File: src/hdl/assert_macros.svh
// assertion macros used by the top-level rtl file
// no dependencies; bodies compile away when SYNTHESIS is defined
`ifndef ASSERT_MACROS_SVH
`define ASSERT_MACROS_SVH
`ifndef SYNTHESIS
`define PEE_ASSERT_NOW(lbl, clk, rst_n, ante, cons) \
    lbl: assert property (@(posedge clk) disable iff (!rst_n) (ante) |-> (cons)) \
        else $error("assertion failed");
`define PEE_ASSERT_NEXT(lbl, clk, rst_n, ante, cons) \
    lbl: assert property (@(posedge clk) disable iff (!rst_n) (ante) |=> (cons)) \
        else $error("assertion failed");
`else
`define PEE_ASSERT_NOW(lbl, clk, rst_n, ante, cons)
`define PEE_ASSERT_NEXT(lbl, clk, rst_n, ante, cons)
`endif
`endif

File: src/hdl/pee_pkg.sv
// shared types, constants and helpers of the postfix evaluator
// no dependencies
`timescale 1ns / 1ps
package pee_pkg;
    localparam int STACK_DEPTH = 16;
    localparam int ADDR_W      = $clog2(STACK_DEPTH);
    localparam int CNT_W       = $clog2(STACK_DEPTH + 1);
    localparam int ACC_W       = 15;
    localparam int DIVD_W      = 48;
    localparam int DIVS_W      = 32;
    localparam int DCNT_W      = $clog2(DIVD_W);

    localparam logic [ACC_W-1:0] ACC_MAX = 15'd32767;

    localparam logic [7:0] CH_PLUS  = 8'd43;
    localparam logic [7:0] CH_MINUS = 8'd45;
    localparam logic [7:0] CH_SLASH = 8'd47;
    localparam logic [7:0] CH_CARET = 8'd94;
    localparam logic [7:0] CH_STAR  = 8'd42;
    localparam logic [7:0] CH_SPACE = 8'd32;
    localparam logic [7:0] CH_ZERO  = 8'd48;
    localparam logic [7:0] CH_NINE  = 8'd57;

    localparam logic [2:0] ST_OK    = 3'd0;
    localparam logic [2:0] ST_UNDER = 3'd1;
    localparam logic [2:0] ST_OVER  = 3'd2;
    localparam logic [2:0] ST_DIV0  = 3'd3;
    localparam logic [2:0] ST_EMPTY = 3'd4;

    localparam logic [31:0] Q_ONE = 32'h0001_0000;
    localparam logic [31:0] Q_MAX = 32'h7FFF_FFFF;
    localparam logic [31:0] Q_MIN = 32'h8000_0000;

    typedef enum logic [2:0] {
        OP_NONE, OP_ADD, OP_SUB, OP_MUL, OP_DIV, OP_POW
    } t_op;

    typedef struct packed {
        logic capture;
        logic acc_upd;
        logic flag_under;
        logic rd_en;
        logic rd_second;
        logic lat_rhs;
        logic lat_lhs;
        logic addsub;
        logic mul_load;
        logic mul_sat;
        logic pow_init;
        logic div_start;
        logic div_zero;
        logic div_end;
        logic push_res;
        logic push_pend;
        logic emit;
    } t_dp_cmd;

    typedef struct packed {
        logic is_digit;
        logic is_space;
        t_op  op;
        logic last;
        logic cnt_lt2;
        logic rhs_zero;
        logic res_zero;
        logic pow_left;
        logic pow_neg;
        logic div_busy;
    } t_dp_status;

    function automatic t_op decode_op(input logic [7:0] c);
        t_op r;
        case (c)
            CH_PLUS:  r = OP_ADD;
            CH_MINUS: r = OP_SUB;
            CH_STAR:  r = OP_MUL;
            CH_SLASH: r = OP_DIV;
            CH_CARET: r = OP_POW;
            default:  r = OP_NONE;
        endcase
        return r;
    endfunction

    function automatic logic [31:0] abs32(input logic [31:0] x);
        return x[31] ? (32'd0 - x) : x;
    endfunction
endpackage

File: src/hdl/pee_divider.sv
// restoring divider, one quotient bit per cycle
// depends on pee_pkg
`timescale 1ns / 1ps
module pee_divider (
    input  logic                       i_clk,
    input  logic                       i_rst_n,
    input  logic                       i_start,
    input  logic [pee_pkg::DIVD_W-1:0] i_dividend,
    input  logic [pee_pkg::DIVS_W-1:0] i_divisor,
    output logic                       o_busy,
    output logic [pee_pkg::DIVD_W-1:0] o_quot
);
    logic [pee_pkg::DIVD_W-1:0] r_quot;
    logic [pee_pkg::DIVS_W-1:0] r_rem;
    logic [pee_pkg::DIVS_W-1:0] r_div;
    logic [pee_pkg::DCNT_W-1:0] r_cnt;
    logic                       r_busy;
    logic [pee_pkg::DIVS_W:0]   w_sh;
    logic [pee_pkg::DIVS_W+1:0] w_diff;
    logic                       w_ge;

    assign w_sh   = {r_rem, r_quot[pee_pkg::DIVD_W-1]};
    assign w_diff = {1'b0, w_sh} - {2'b00, r_div};
    assign w_ge   = ~w_diff[pee_pkg::DIVS_W+1];

    always_ff @(posedge i_clk) begin
        if (!i_rst_n) begin
            r_busy <= 1'b0;
            r_cnt  <= '0;
        end else if (i_start) begin
            r_busy <= 1'b1;
            r_cnt  <= pee_pkg::DCNT_W'(pee_pkg::DIVD_W - 1);
            r_quot <= i_dividend;
            r_div  <= i_divisor;
            r_rem  <= '0;
        end else if (r_busy) begin
            r_quot <= {r_quot[pee_pkg::DIVD_W-2:0], w_ge};
            r_rem  <= w_ge ? w_diff[pee_pkg::DIVS_W-1:0] : w_sh[pee_pkg::DIVS_W-1:0];
            r_cnt  <= r_cnt - pee_pkg::DCNT_W'(1);
            if (r_cnt == '0) begin
                r_busy <= 1'b0;
            end
        end
    end

    assign o_busy = r_busy;
    assign o_quot = r_quot;
endmodule

File: src/hdl/pee_datapath.sv
// datapath: operand stack memory, number builder, q16.16 arithmetic and result register
// depends on pee_pkg and pee_divider
`timescale 1ns / 1ps
module pee_datapath (
    input  logic                 i_clk,
    input  logic                 i_rst_n,
    input  logic [7:0]           i_char,
    input  logic                 i_last,
    input  pee_pkg::t_dp_cmd     i_cmd,
    output pee_pkg::t_dp_status  o_status,
    output logic [31:0]          o_value,
    output logic [2:0]           o_code
);
    logic [31:0]                 mem [pee_pkg::STACK_DEPTH];
    logic [31:0]                 r_rdata;
    logic [7:0]                  r_char;
    logic                        r_last;
    logic [pee_pkg::CNT_W-1:0]   r_count;
    logic [pee_pkg::ACC_W-1:0]   r_acc;
    logic                        r_pending;
    logic [2:0]                  r_err;
    logic [31:0]                 r_rhs;
    logic [31:0]                 r_lhs;
    logic [31:0]                 r_res;
    logic signed [63:0]          r_prod;
    logic [5:0]                  r_pow_cnt;
    logic                        r_pow_neg;
    logic                        r_div_neg;
    logic [31:0]                 r_out_value;
    logic [2:0]                  r_out_code;

    logic [2:0]                  n_err;
    pee_pkg::t_op                w_op;
    logic                        w_full;
    logic [pee_pkg::CNT_W-1:0]   w_cm1;
    logic [pee_pkg::CNT_W-1:0]   w_cm2;
    logic [pee_pkg::ADDR_W-1:0]  w_raddr;
    logic                        w_we;
    logic [31:0]                 w_wdata;
    logic [18:0]                 w_acc_next;
    logic [32:0]                 w_sum;
    logic [47:0]                 w_q;
    logic                        w_mul_ovf;
    logic [15:0]                 w_ip;
    logic                        w_ip_neg;
    logic [5:0]                  w_pow_mag;
    logic [pee_pkg::DIVD_W-1:0]  w_dividend;
    logic [pee_pkg::DIVS_W-1:0]  w_divisor;
    logic                        w_dneg;
    logic                        w_div_busy;
    logic [pee_pkg::DIVD_W-1:0]  w_quot;
    logic                        w_div_ovf;
    logic [31:0]                 w_div_val;
    logic                        w_raise;
    logic [2:0]                  w_code;

    assign w_op  = pee_pkg::decode_op(r_char);
    assign w_full = (r_count == pee_pkg::CNT_W'(pee_pkg::STACK_DEPTH));
    assign w_cm1 = r_count - pee_pkg::CNT_W'(1);
    assign w_cm2 = r_count - pee_pkg::CNT_W'(2);
    assign w_raddr = i_cmd.rd_second ? w_cm2[pee_pkg::ADDR_W-1:0]
                                     : w_cm1[pee_pkg::ADDR_W-1:0];

    assign w_we = !w_full && (i_cmd.push_res || (i_cmd.push_pend && r_pending));
    assign w_wdata = i_cmd.push_res ? r_res : {1'b0, r_acc, 16'h0000};

    always_ff @(posedge i_clk) begin
        if (w_we) begin
            mem[r_count[pee_pkg::ADDR_W-1:0]] <= w_wdata;
        end
        if (i_cmd.rd_en) begin
            r_rdata <= mem[w_raddr];
        end
    end

    assign w_acc_next = 19'(r_acc) * 19'd10 + 19'(r_char - pee_pkg::CH_ZERO);

    assign w_sum = (w_op == pee_pkg::OP_SUB) ? ({r_lhs[31], r_lhs} - {r_rhs[31], r_rhs})
                                             : ({r_lhs[31], r_lhs} + {r_rhs[31], r_rhs});

    assign w_q       = r_prod[63:16];
    assign w_mul_ovf = (w_q[47:31] != {17{w_q[31]}});

    // exponent: integer part truncated toward zero, clamped to 63 in magnitude
    always_comb begin
        w_ip = r_rhs[31:16];
        if (r_rhs[31] && (r_rhs[15:0] != 16'h0000)) begin
            w_ip = w_ip + 16'd1;
        end
        w_ip_neg = w_ip[15];
        if (w_ip_neg) begin
            w_pow_mag = ($signed(w_ip) < -16'sd63) ? 6'd63 : 6'(16'd0 - w_ip);
        end else begin
            w_pow_mag = ($signed(w_ip) > 16'sd63) ? 6'd63 : w_ip[5:0];
        end
    end

    always_comb begin
        if (w_op == pee_pkg::OP_POW) begin
            w_dividend = 48'h0001_0000_0000;
            w_divisor  = pee_pkg::abs32(r_res);
            w_dneg     = r_res[31];
        end else begin
            w_dividend = {pee_pkg::abs32(r_lhs), 16'h0000};
            w_divisor  = pee_pkg::abs32(r_rhs);
            w_dneg     = r_lhs[31] ^ r_rhs[31];
        end
    end

    pee_divider u_div (
        .i_clk      (i_clk),
        .i_rst_n    (i_rst_n),
        .i_start    (i_cmd.div_start),
        .i_dividend (w_dividend),
        .i_divisor  (w_divisor),
        .o_busy     (w_div_busy),
        .o_quot     (w_quot)
    );

    always_comb begin
        if (r_div_neg) begin
            w_div_ovf = (w_quot > 48'h0000_8000_0000);
            w_div_val = w_div_ovf ? pee_pkg::Q_MIN : (32'd0 - w_quot[31:0]);
        end else begin
            w_div_ovf = (w_quot > 48'h0000_7FFF_FFFF);
            w_div_val = w_div_ovf ? pee_pkg::Q_MAX : w_quot[31:0];
        end
    end

    always_comb begin
        w_raise = 1'b0;
        w_code  = pee_pkg::ST_OVER;
        if (i_cmd.flag_under) begin
            w_raise = 1'b1;
            w_code  = pee_pkg::ST_UNDER;
        end else if (i_cmd.div_zero) begin
            w_raise = 1'b1;
            w_code  = pee_pkg::ST_DIV0;
        end else if (i_cmd.addsub) begin
            w_raise = (w_sum[32] != w_sum[31]);
        end else if (i_cmd.mul_sat) begin
            w_raise = w_mul_ovf;
        end else if (i_cmd.div_end) begin
            w_raise = w_div_ovf;
        end else if (i_cmd.push_res || (i_cmd.push_pend && r_pending)) begin
            w_raise = w_full;
        end
        n_err = (w_raise && (r_err == pee_pkg::ST_OK)) ? w_code : r_err;
    end

    always_ff @(posedge i_clk) begin
        if (!i_rst_n) begin
            r_count   <= '0;
            r_acc     <= '0;
            r_pending <= 1'b0;
            r_err     <= pee_pkg::ST_OK;
        end else if (i_cmd.emit) begin
            r_count   <= '0;
            r_acc     <= '0;
            r_pending <= 1'b0;
            r_err     <= pee_pkg::ST_OK;
        end else begin
            r_err <= n_err;
            if (i_cmd.acc_upd) begin
                r_acc     <= (w_acc_next > 19'(pee_pkg::ACC_MAX)) ? pee_pkg::ACC_MAX
                                                                  : w_acc_next[14:0];
                r_pending <= 1'b1;
            end
            if (i_cmd.push_pend) begin
                r_acc     <= '0;
                r_pending <= 1'b0;
            end
            if (i_cmd.lat_lhs) begin
                r_count <= w_cm2;
            end else if (w_we) begin
                r_count <= r_count + pee_pkg::CNT_W'(1);
            end
        end
    end

    always_ff @(posedge i_clk) begin
        if (i_cmd.capture) begin
            r_char <= i_char;
            r_last <= i_last;
        end
        if (i_cmd.lat_rhs) begin
            r_rhs <= r_rdata;
        end
        if (i_cmd.lat_lhs) begin
            r_lhs <= r_rdata;
        end
        if (i_cmd.mul_load) begin
            r_prod <= $signed((w_op == pee_pkg::OP_POW) ? r_res : r_rhs) * $signed(r_lhs);
        end
        if (i_cmd.addsub) begin
            r_res <= (w_sum[32] != w_sum[31]) ? (w_sum[32] ? pee_pkg::Q_MIN : pee_pkg::Q_MAX)
                                             : w_sum[31:0];
        end else if (i_cmd.mul_sat) begin
            r_res <= w_mul_ovf ? (w_q[47] ? pee_pkg::Q_MIN : pee_pkg::Q_MAX) : w_q[31:0];
        end else if (i_cmd.pow_init) begin
            r_res <= pee_pkg::Q_ONE;
        end else if (i_cmd.div_zero) begin
            r_res <= '0;
        end else if (i_cmd.div_end) begin
            r_res <= w_div_val;
        end
        if (i_cmd.pow_init) begin
            r_pow_cnt <= w_pow_mag;
            r_pow_neg <= w_ip_neg;
        end else if (i_cmd.mul_sat && (w_op == pee_pkg::OP_POW)) begin
            r_pow_cnt <= r_pow_cnt - 6'd1;
        end
        if (i_cmd.div_start) begin
            r_div_neg <= w_dneg;
        end
        if (i_cmd.emit) begin
            r_out_value <= (r_count != '0) ? r_rdata : 32'd0;
            r_out_code  <= (r_err != pee_pkg::ST_OK) ? r_err
                         : ((r_count == '0) ? pee_pkg::ST_EMPTY : pee_pkg::ST_OK);
        end
    end

    assign o_status.is_digit = (r_char inside {[pee_pkg::CH_ZERO:pee_pkg::CH_NINE]});
    assign o_status.is_space = (r_char == pee_pkg::CH_SPACE);
    assign o_status.op       = w_op;
    assign o_status.last     = r_last;
    assign o_status.cnt_lt2  = (r_count < pee_pkg::CNT_W'(2));
    assign o_status.rhs_zero = (r_rhs == 32'd0);
    assign o_status.res_zero = (r_res == 32'd0);
    assign o_status.pow_left = (r_pow_cnt != 6'd0);
    assign o_status.pow_neg  = r_pow_neg;
    assign o_status.div_busy = w_div_busy;

    assign o_value = r_out_value;
    assign o_code  = r_out_code;
endmodule

File: src/hdl/pee_ctrl.sv
// controller state machine: sequences each character through the datapath
// depends on pee_pkg
`timescale 1ns / 1ps
module pee_ctrl (
    input  logic                i_clk,
    input  logic                i_rst_n,
    input  logic                i_in_valid,
    input  logic                i_out_ready,
    input  pee_pkg::t_dp_status i_status,
    output pee_pkg::t_dp_cmd    o_cmd,
    output logic                o_in_ready,
    output logic                o_out_valid
);
    typedef enum logic [3:0] {
        S_IDLE, S_EXEC, S_RD1, S_RD2, S_OP, S_MUL_S, S_POW_CHK,
        S_DIV_RUN, S_DIV_END, S_PUSH, S_PEND, S_TOP, S_EMIT
    } t_state;

    t_state r_state, n_state;
    logic   r_out_valid, n_out_valid;
    logic   w_out_free;

    assign w_out_free = !r_out_valid || i_out_ready;

    always_comb begin
        n_state = r_state;
        o_cmd   = '0;
        case (r_state)
            S_IDLE: begin
                if (i_in_valid) begin
                    o_cmd.capture = 1'b1;
                    n_state = S_EXEC;
                end
            end
            S_EXEC: begin
                n_state = i_status.last ? S_PEND : S_IDLE;
                if (i_status.is_digit) begin
                    o_cmd.acc_upd = 1'b1;
                end else if (i_status.is_space) begin
                    n_state = S_PEND;
                end else if (i_status.op != pee_pkg::OP_NONE) begin
                    if (i_status.cnt_lt2) begin
                        o_cmd.flag_under = 1'b1;
                    end else begin
                        o_cmd.rd_en = 1'b1;
                        n_state = S_RD1;
                    end
                end
            end
            S_RD1: begin
                o_cmd.lat_rhs   = 1'b1;
                o_cmd.rd_en     = 1'b1;
                o_cmd.rd_second = 1'b1;
                n_state = S_RD2;
            end
            S_RD2: begin
                o_cmd.lat_lhs = 1'b1;
                n_state = S_OP;
            end
            S_OP: begin
                case (i_status.op)
                    pee_pkg::OP_MUL: begin
                        o_cmd.mul_load = 1'b1;
                        n_state = S_MUL_S;
                    end
                    pee_pkg::OP_DIV: begin
                        if (i_status.rhs_zero) begin
                            o_cmd.div_zero = 1'b1;
                            n_state = S_PUSH;
                        end else begin
                            o_cmd.div_start = 1'b1;
                            n_state = S_DIV_RUN;
                        end
                    end
                    pee_pkg::OP_POW: begin
                        o_cmd.pow_init = 1'b1;
                        n_state = S_POW_CHK;
                    end
                    default: begin
                        o_cmd.addsub = 1'b1;
                        n_state = S_PUSH;
                    end
                endcase
            end
            S_MUL_S: begin
                o_cmd.mul_sat = 1'b1;
                n_state = (i_status.op == pee_pkg::OP_POW) ? S_POW_CHK : S_PUSH;
            end
            S_POW_CHK: begin
                if (i_status.pow_left) begin
                    o_cmd.mul_load = 1'b1;
                    n_state = S_MUL_S;
                end else if (!i_status.pow_neg) begin
                    n_state = S_PUSH;
                end else if (i_status.res_zero) begin
                    o_cmd.div_zero = 1'b1;
                    n_state = S_PUSH;
                end else begin
                    o_cmd.div_start = 1'b1;
                    n_state = S_DIV_RUN;
                end
            end
            S_DIV_RUN: begin
                if (!i_status.div_busy) begin
                    n_state = S_DIV_END;
                end
            end
            S_DIV_END: begin
                o_cmd.div_end = 1'b1;
                n_state = S_PUSH;
            end
            S_PUSH: begin
                o_cmd.push_res = 1'b1;
                n_state = i_status.last ? S_PEND : S_IDLE;
            end
            S_PEND: begin
                o_cmd.push_pend = 1'b1;
                n_state = i_status.last ? S_TOP : S_IDLE;
            end
            S_TOP: begin
                o_cmd.rd_en = 1'b1;
                n_state = S_EMIT;
            end
            S_EMIT: begin
                if (w_out_free) begin
                    o_cmd.emit = 1'b1;
                    n_state = S_IDLE;
                end
            end
            default: begin
                n_state = S_IDLE;
            end
        endcase
    end

    always_comb begin
        n_out_valid = r_out_valid;
        if (o_cmd.emit) begin
            n_out_valid = 1'b1;
        end else if (i_out_ready) begin
            n_out_valid = 1'b0;
        end
    end

    always_ff @(posedge i_clk) begin
        if (!i_rst_n) begin
            r_state     <= S_IDLE;
            r_out_valid <= 1'b0;
        end else begin
            r_state     <= n_state;
            r_out_valid <= n_out_valid;
        end
    end

    assign o_in_ready  = (r_state == S_IDLE);
    assign o_out_valid = r_out_valid;
endmodule

File: src/hdl/postfix_expression_evaluator_core.sv
// postfix expression evaluator, top level
// depends on pee_pkg, pee_ctrl, pee_datapath and assert_macros.svh
//
// usage: characters of a postfix expression arrive one per request on the
// s_axis channel (tdata = ascii code, tlast marks the final character).
// digits build a number, space pushes it, + - * / ^ work on the stack in
// signed q16.16. after the request with tlast the m_axis channel carries one
// result: tdata = top of stack, tuser = status (ok, underflow, overflow,
// divide by zero, empty stack).
// one character is handled at a time; codes other than digits, space and
// operators are ignored. / uses the 48-step divider, ^ repeats a multiply
// per exponent step and divides one by the result for a negative exponent.
// tlast then pushes any pending number and loads the top of stack as result.
// the result sits in an output register, so new characters are taken while
// it waits; only loading the next result waits for m_axis_tready.
// synchronous active-low reset empties the stack and drops any result.
`timescale 1ns / 1ps
`include "assert_macros.svh"
module postfix_expression_evaluator_core (
    input  logic        i_clk,
    input  logic        i_rst_n,
    input  logic        s_axis_tvalid,
    output logic        s_axis_tready,
    input  logic [7:0]  s_axis_tdata,   // [7:0] char_code
    input  logic        s_axis_tlast,
    output logic        m_axis_tvalid,
    input  logic        m_axis_tready,
    output logic [31:0] m_axis_tdata,   // [31:0] value
    output logic [2:0]  m_axis_tuser    // [2:0] status
);
    pee_pkg::t_dp_cmd    w_cmd;
    pee_pkg::t_dp_status w_status;

    pee_ctrl u_ctrl (
        .i_clk       (i_clk),
        .i_rst_n     (i_rst_n),
        .i_in_valid  (s_axis_tvalid),
        .i_out_ready (m_axis_tready),
        .i_status    (w_status),
        .o_cmd       (w_cmd),
        .o_in_ready  (s_axis_tready),
        .o_out_valid (m_axis_tvalid)
    );

    pee_datapath u_dp (
        .i_clk    (i_clk),
        .i_rst_n  (i_rst_n),
        .i_char   (s_axis_tdata),
        .i_last   (s_axis_tlast),
        .i_cmd    (w_cmd),
        .o_status (w_status),
        .o_value  (m_axis_tdata),
        .o_code   (m_axis_tuser)
    );

    `PEE_ASSERT_NEXT(a_one_at_a_time, i_clk, i_rst_n, s_axis_tvalid && s_axis_tready, !s_axis_tready)
    `PEE_ASSERT_NEXT(a_emit_valid, i_clk, i_rst_n, w_cmd.emit, m_axis_tvalid && (m_axis_tuser <= 3'd4))
    `PEE_ASSERT_NOW(a_one_mem_op, i_clk, i_rst_n, 1'b1, $onehot0({w_cmd.push_res, w_cmd.push_pend, w_cmd.rd_en}))
    `PEE_ASSERT_NOW(a_div_idle_start, i_clk, i_rst_n, w_cmd.div_start, !w_status.div_busy)
endmodule
File: config.mk
export PLATFORM = sky130hd
export DESIGN_NAME = postfix_expression_evaluator_core
export DESIGN_NICKNAME = d
export VERILOG_FILES = /design/src/hdl/pee_pkg.sv /design/src/hdl/pee_divider.sv /design/src/hdl/pee_datapath.sv /design/src/hdl/pee_ctrl.sv /design/src/hdl/postfix_expression_evaluator_core.sv
export VERILOG_INCLUDE_DIRS = /design/src /design/src/hdl
export SDC_FILE = /design/constraint.sdc
export NUM_CORES = 2
export LEC_CHECK = 0
export ABC_CLOCK_PERIOD_IN_PS = 16500
export BUFFER_PORTS_ARGS = -buffer_cell sky130_fd_sc_hd__buf_2
export CORE_AREA = 2 2 361 363
export DETAILED_ROUTE_END_ITERATION = 10
export DIE_AREA = 0 0 363 365
export PLACE_DENSITY = 0.86
export REMOVE_ABC_BUFFERS = 1
export SYNTH_ARGS = -nofsm -noshare
export SYNTH_HDL_FRONTEND = slang
export SYNTH_HIERARCHICAL = 1
export SYNTH_SLANG_ARGS = --single-unit
File: constraint.sdc
create_clock -name i_clk -period 16.5 [get_ports i_clk]
set_input_delay 1.65 -clock i_clk [delete_from_list [all_inputs] [get_ports i_clk]]
set_output_delay 1.65 -clock i_clk [all_outputs]
set_load 0.02 [all_outputs]
After elaboration in Yosys (flattened, before gate mapping)

Memory sizes are Yosys's and may differ from the RTL's. A register that Yosys moved wholly into a read port is not among the register bits.
Cells that the tools add are included.

Output and inout bits: 37
Register bits after elaboration: 360
Input port bits: 13
Logic and storage cells: 220
Memories kept: 1
Bits in writable memories: 512

Order comparisons: 8
$add $sub $neg: 16
Multiply operators: 2
Bitwise logic cells: 3
Reductions and logical operators: 34
Muxes and demuxes: 105
Equal/unequal tests: 28

Memories:

| memory   | words | width | rd ports | clocked after Yosys merged registers in | write ports | RTL line           | RTL |
|---|---|---|---|---|---|---|---|
| u_dp.mem | 16    | 32    | 1        | 1                                       | 1           | pee_datapath.sv:14 | `logic [31:0] mem [pee_pkg::STACK_DEPTH];` |

Operators by type and width:

| operator                                                                      | count |
|---|---|
| 32-bit 2-to-1 mux                                                             | 20 |
| 48-bit 2-to-1 mux                                                             | 3 |
| 1-bit by 32-bit subtractor with 32-bit output, first input constant           | 4 |
| 32-bit zero test                                                              | 2 |
| 32-bit by 32-bit multiplier with 64-bit output                                | 1 |
| 4-bit 2-to-1 mux                                                              | 15 |
| 4-bit one-hot mux with 13 select lines                                        | 1 |
| 48-bit by 31-bit > comparator with 1-bit output, second input constant        | 1 |
| 48-bit by 32-bit > comparator with 1-bit output, second input constant        | 1 |
| 6-bit 2-to-1 mux                                                              | 7 |
| 8-bit by 6-bit == test with 1-bit output, second input constant               | 5 |
| 1-bit 2-to-1 mux                                                              | 38 |
| 33-bit by 32-bit subtractor with 34-bit output                                | 1 |
| 32-bit by 32-bit adder with 33-bit output                                     | 1 |
| 33-bit 2-to-1 mux                                                             | 1 |
| 32-bit by 32-bit subtractor with 33-bit output                                | 1 |
| 4-bit == test, second input constant                                          | 5 |
| 19-bit adder                                                                  | 1 |
| 19-bit by 15-bit > comparator with 1-bit output, second input constant        | 1 |
| 15-bit by 3-bit multiplier with 18-bit output, second input constant          | 1 |
| 16-bit by 1-bit adder with 16-bit output, second input constant               | 1 |
| 4-bit by 3-bit == test with 1-bit output, second input constant               | 4 |
| 16-bit by 7-bit > comparator with 1-bit output, second input constant         | 1 |
| 16-bit by 7-bit less-than comparator with 1-bit output, second input constant | 1 |
| 46 further kinds                                                              | 79 |

Longest topological paths before layout

Depth in word-level cells: 11
Depth in mapped cells: 37
Gate-level depth less buffers: 34

By module

Netlist, hierarchy kept.

By module, submodules not included:

| module       | area each (µm²) | seq. area each (µm²) | cells each | times used |
|---|---|---|---|---|
| pee_datapath | 73163.9         | 22681.8              | 6681       | 1 |
| pee_divider  | 6449.9          | 3503.4               | 519        | 1 |
| pee_ctrl     | 700.7           | 100.1                | 94         | 1 |

Worst setup path after synthesis

No wires, ideal clock.

Path kind: register to register
Start point: register u_dp.r_char[5]
End point: register u_dp.r_prod[63] (data pin)
Arrival time: 8.772 ns
Data required time: 16.236 ns
Path buffers: 3
Path slack: 7.464 ns
Cell stages (with the launch flop): 33
Clock period less this slack: 9.036 ns
Cells stage by stage: edfxtp_1 -> inv_1 -> ha_1 -> nand3b_1 -> nor2_1 -> clkbuf_1 -> nand2_1 -> nand2_1 -> clkbuf_1 -> clkbuf_1 -> nand2_1 -> inv_1 -> fa_1 -> fa_1 -> fa_1 -> fa_1 -> inv_1 -> fa_1 -> inv_1 -> fa_1 -> fa_1 -> fa_1 -> ha_1 -> a21o_1 -> a21o_1 -> a21oi_1 -> o21ai_0 -> a21o_1 -> a221o_1 -> nand3_1 -> a21oi_1 -> a211oi_1 -> xnor2_1

Longest elaborated chain between the ends: 5

Ends and longest elaborated chain:

| item                                                                                                 | RTL line            | RTL |
|---|---|---|
| start: declaration                                                                                   | pee_datapath.sv:16  | `logic [7:0] r_char;` |
| start signal: assignment                                                                             | pee_datapath.sv:183 | `r_char <= i_char;` |
| 8-bit by 7-bit == test with 1-bit output or 8-bit by 6-bit == test with 1-bit output (tied branches) | pee_pkg.sv:73       | `case (c)` |
| 3-bit one-hot mux with 5 select lines (*)                                                            | pee_pkg.sv:73       |  |
| 3-bit == test (*)                                                                                    | pee_datapath.sv:193 | `r_prod <= $signed((w_op == pee_pkg::OP_POW) ? r_res : r_rhs) * $signed(r_lhs);` |
| 32-bit 2-to-1 mux (*)                                                                                | pee_datapath.sv:193 |  |
| 32-bit by 32-bit multiplier with 64-bit output (*)                                                   | pee_datapath.sv:193 |  |
| end signal: assignment                                                                               | pee_datapath.sv:193 |  |
| end: declaration                                                                                     | pee_datapath.sv:25  | `logic signed [63:0] r_prod;` |

Mark *: on every way between the ends. The rest lies on a longest branch, timed or not.
A chain may end at the register's enable or synchronous reset.

Final worst setup path

Start point: register u_dp.r_char[5]
End point: register u_dp.r_prod[58] (data pin)

The elaborated chain is that of the path after synthesis.

==> reports/metrics.cfg <==
[global_route]
grt_pass1_vias=60600
antenna_found_initial=18
grt_max_degree=84
grt_pass1_wl_um=363000
overflow=0
grtUsageTotal_pct=36.4

[synth]
synthesis.instances=7294
synth-seq-cells=887
ys_warn_count=6
synthArstFlopShare_pct=0
synth_cell_types=106
synth_flop_cell=edfxtp_1
ys_seq_area_share_pct=32.7
synth_edf_count=852
netlist_area_um2=80300
avgSynthCellArea_um2=11.0

[layout]
fin_nets=8564
fin_util_pct=66.0
final_common_cell=inv_1
fill_cells=8808
drive_above_1_share_pct=8.08
area_growth_pct=5.76
layout.cells.most_common_list=inv_1, fa_1, nand2_1

[route]
routed_wl_um=236000
routedLengthMet1_um=80700
dr_wl_met2_um=110000
wl_met3_um=31300
drtPass1Iterations=6
drt_iter0_drc=7553
drc=0
vias=57700
wl_per_cell_um=26.5
drtAntennaViolNets=0
top_layer_used=met5
via_per_inst=6.47

[clock_network]
cts_buffers=84
post-cts-setup-buffers=0
h-tree-depth=3
cts_tree=yes
root_buffer=clkbuf_16
clock_sinks=887
holdBufCountCts=0
clockBufferDepth=3
clk_pin_slew_ns=0.06
clkLatencyLatePin_ns=0.68
cts_resized=0

[placed_design]
numPortBuffers=49
dp_hpwl_um=163000
place_ws_ns=5.86
place_congestion=1.03

[worst_setup_path]
path_common_cell=fa_1
regToRegEndpoint=u_dp/r_prod[58]
critPathKind=reg2reg
crit_arrival_ns=11.32
r2r_slack_ns=5.60
endpoint_kind=flip-flop
rr_worst_depth=34
cpLargestDelayFamily=adder cells
critical_path.max_stage_delay_ns=0.70
startpoint_type=flip-flop
cp.required_ns=16.92
rr_startpoint=u_dp/r_char[5]
critPathBufInv=9
slowest_stage=buf_4
cp_max_fo=66

[timing]
worst_pin_slew_ns=1.33
min_period_over_period_pct=66.0
setup_tns_ns=0
rsz0062_at_grt=no
skew_ns=0.0591
maxSlewViolCount=0
hold_viol=0
fmax_ghz=0.0918
relSlewSlack_pct=10.7
fin_ws_ns=5.60
setup_viol=0
period_needed_ns=10.90
whs_ns=0.511

[die]
fp.dieArea_um2=132000
io_pins=50
fp.dieW_um=363
core_area_um2=129000
die-height_um=365
start_util_pct=62.4
rows=132

[worst_hold_path]
min_path_type=reg2reg
holdPathEnd=u_dp/u_div/o_busy
hold_start=u_dp/u_div/r_cnt[5]
min_delay_path_depth=1

[outcome]
status=complete, no violations

[flow_run]
cap_violations=0

-- synthesized netlist by cell type, types with 31 or more instances --
master,number,area [um^2]
and2_1,449,2810
o21ai_0,141,706
o31ai_1,32,240
xnor2_1,147,1290
clkbuf_1,356,1340
inv_1,1115,4190
a21oi_1,212,1060
nor3_1,72,360
ha_1,309,3870
a31oi_1,39,244
nand3_1,54,270
dfxtp_1,35,701
mux4_2,128,2880
mux2_2,64,721
nor4_1,34,213
a21o_1,53,398
edfxtp_1,852,25600
xor2_1,141,1230
nand4_1,35,219
nand2b_1,31,194
fa_1,1085,21700
mux2i_1,79,791
nor2b_1,124,776
nand2_1,875,3280
nor2_1,309,1160
or3_1,31,194
a211oi_1,56,420
-- through the flow --
| stage | cell area, um^2 | cells |
|---|---|---|
| after floorplan | 78700 | 6897 |
| after global placement | 82300 | 8746 |
| after detailed placement | 82300 | 8746 |
| after CTS | 84900 | 8901 |
| after global routing | 84900 | 8902 |
| final | 84900 | 8907 |
-- flip-flops by register name, indices dropped and copies added, names as in the netlist, 2 cells and up --
name and cells:
u_dp/o_code 3, u_dp/u_div/o_quot 48, u_dp/u_div/r_div 32, u_dp/r_res 32
u_dp/r_count 5, u_dp/r_char 8, u_dp/r_err 2, u_dp/r_pow_cnt 6
u_ctrl/r_state 4, u_dp/u_div/r_cnt 6, u_dp/r_acc 15, u_dp/o_value 32
u_dp/u_div/r_rem 32, u_dp/r_rdata 32, u_dp/mem 512, u_dp/r_rhs 32
u_dp/r_prod 48, u_dp/r_lhs 32
-- routing by layer --
metal | vias up | track usage (%)
met5 | - | 0
met4 | 14 | 18.1
met3 | 995 | 9.80
met2 | 4350 | 57.8
met1 | 28700 | 46.5
li1 | 23600 | -
-- worst max-delay path by stage --
stage | from | slack (ns) | to | cells after the start
3_3_place_gp | u_dp/r_char[5] | 5.98 | u_dp/r_prod[58] | 33
6_report | u_dp/r_char[5] | 5.60 | u_dp/r_prod[58] | 34
3_5_place_dp | u_dp/r_char[5] | 5.86 | u_dp/r_prod[58] | 33
2_1_floorplan | u_ctrl/r_state[1] | 0.87 | u_dp/r_rdata[0] | 7
4_1_cts | u_dp/r_char[5] | 5.81 | u_dp/r_prod[44] | 32
5_1_grt | u_dp/r_char[5] | 5.10 | u_dp/r_prod[58] | 33
-- layout make-up --
class	instances	area, um^2	area share [%]
Timing Repair Buffer	174	1200	1.41
Multi-Input combinational cell	4892	48500	57.1
Clock inverter	51	448	0.527
Antenna cell	6	15.0	0.0177
Clock buffer	104	2190	2.57
Tap cell	1675	2100	2.47
Inverter	1118	4200	4.94
Sequential cell	887	26300	30.9
-- logic make-up (layout without fill, tap and decap cells) --
logic type	count (synthesis)	count (layout)	share of synthesized area, %
XOR/XNOR	288	288	3.14
other	1	22	0.00467
adder cells (fa/ha/maj)	1394	1394	31.9
flip-flops	887	887	32.7
multiplexers	271	271	5.47
buffers and inverters	1530	1447	7.26
AND/OR/NAND/NOR	2134	2134	13.0
AO/OA/AOI/OAI	789	789	6.55
-- worst register-to-register path: cells and delay by family (launching register included) --
family	cells	cell delay [ns]
AND/OR/NAND/NOR	8	1.31
buffers and inverters	9	2.17
AO/OA/AOI/OAI	6	1.78
flip-flops	1	0.45
XOR/XNOR	1	0.08
adder cells (fa/ha/maj)	10	4.89
Power is left out: the tool's default activity adds up to more than one toggle a clock period on the data nets, which glitch-free logic cannot reach.
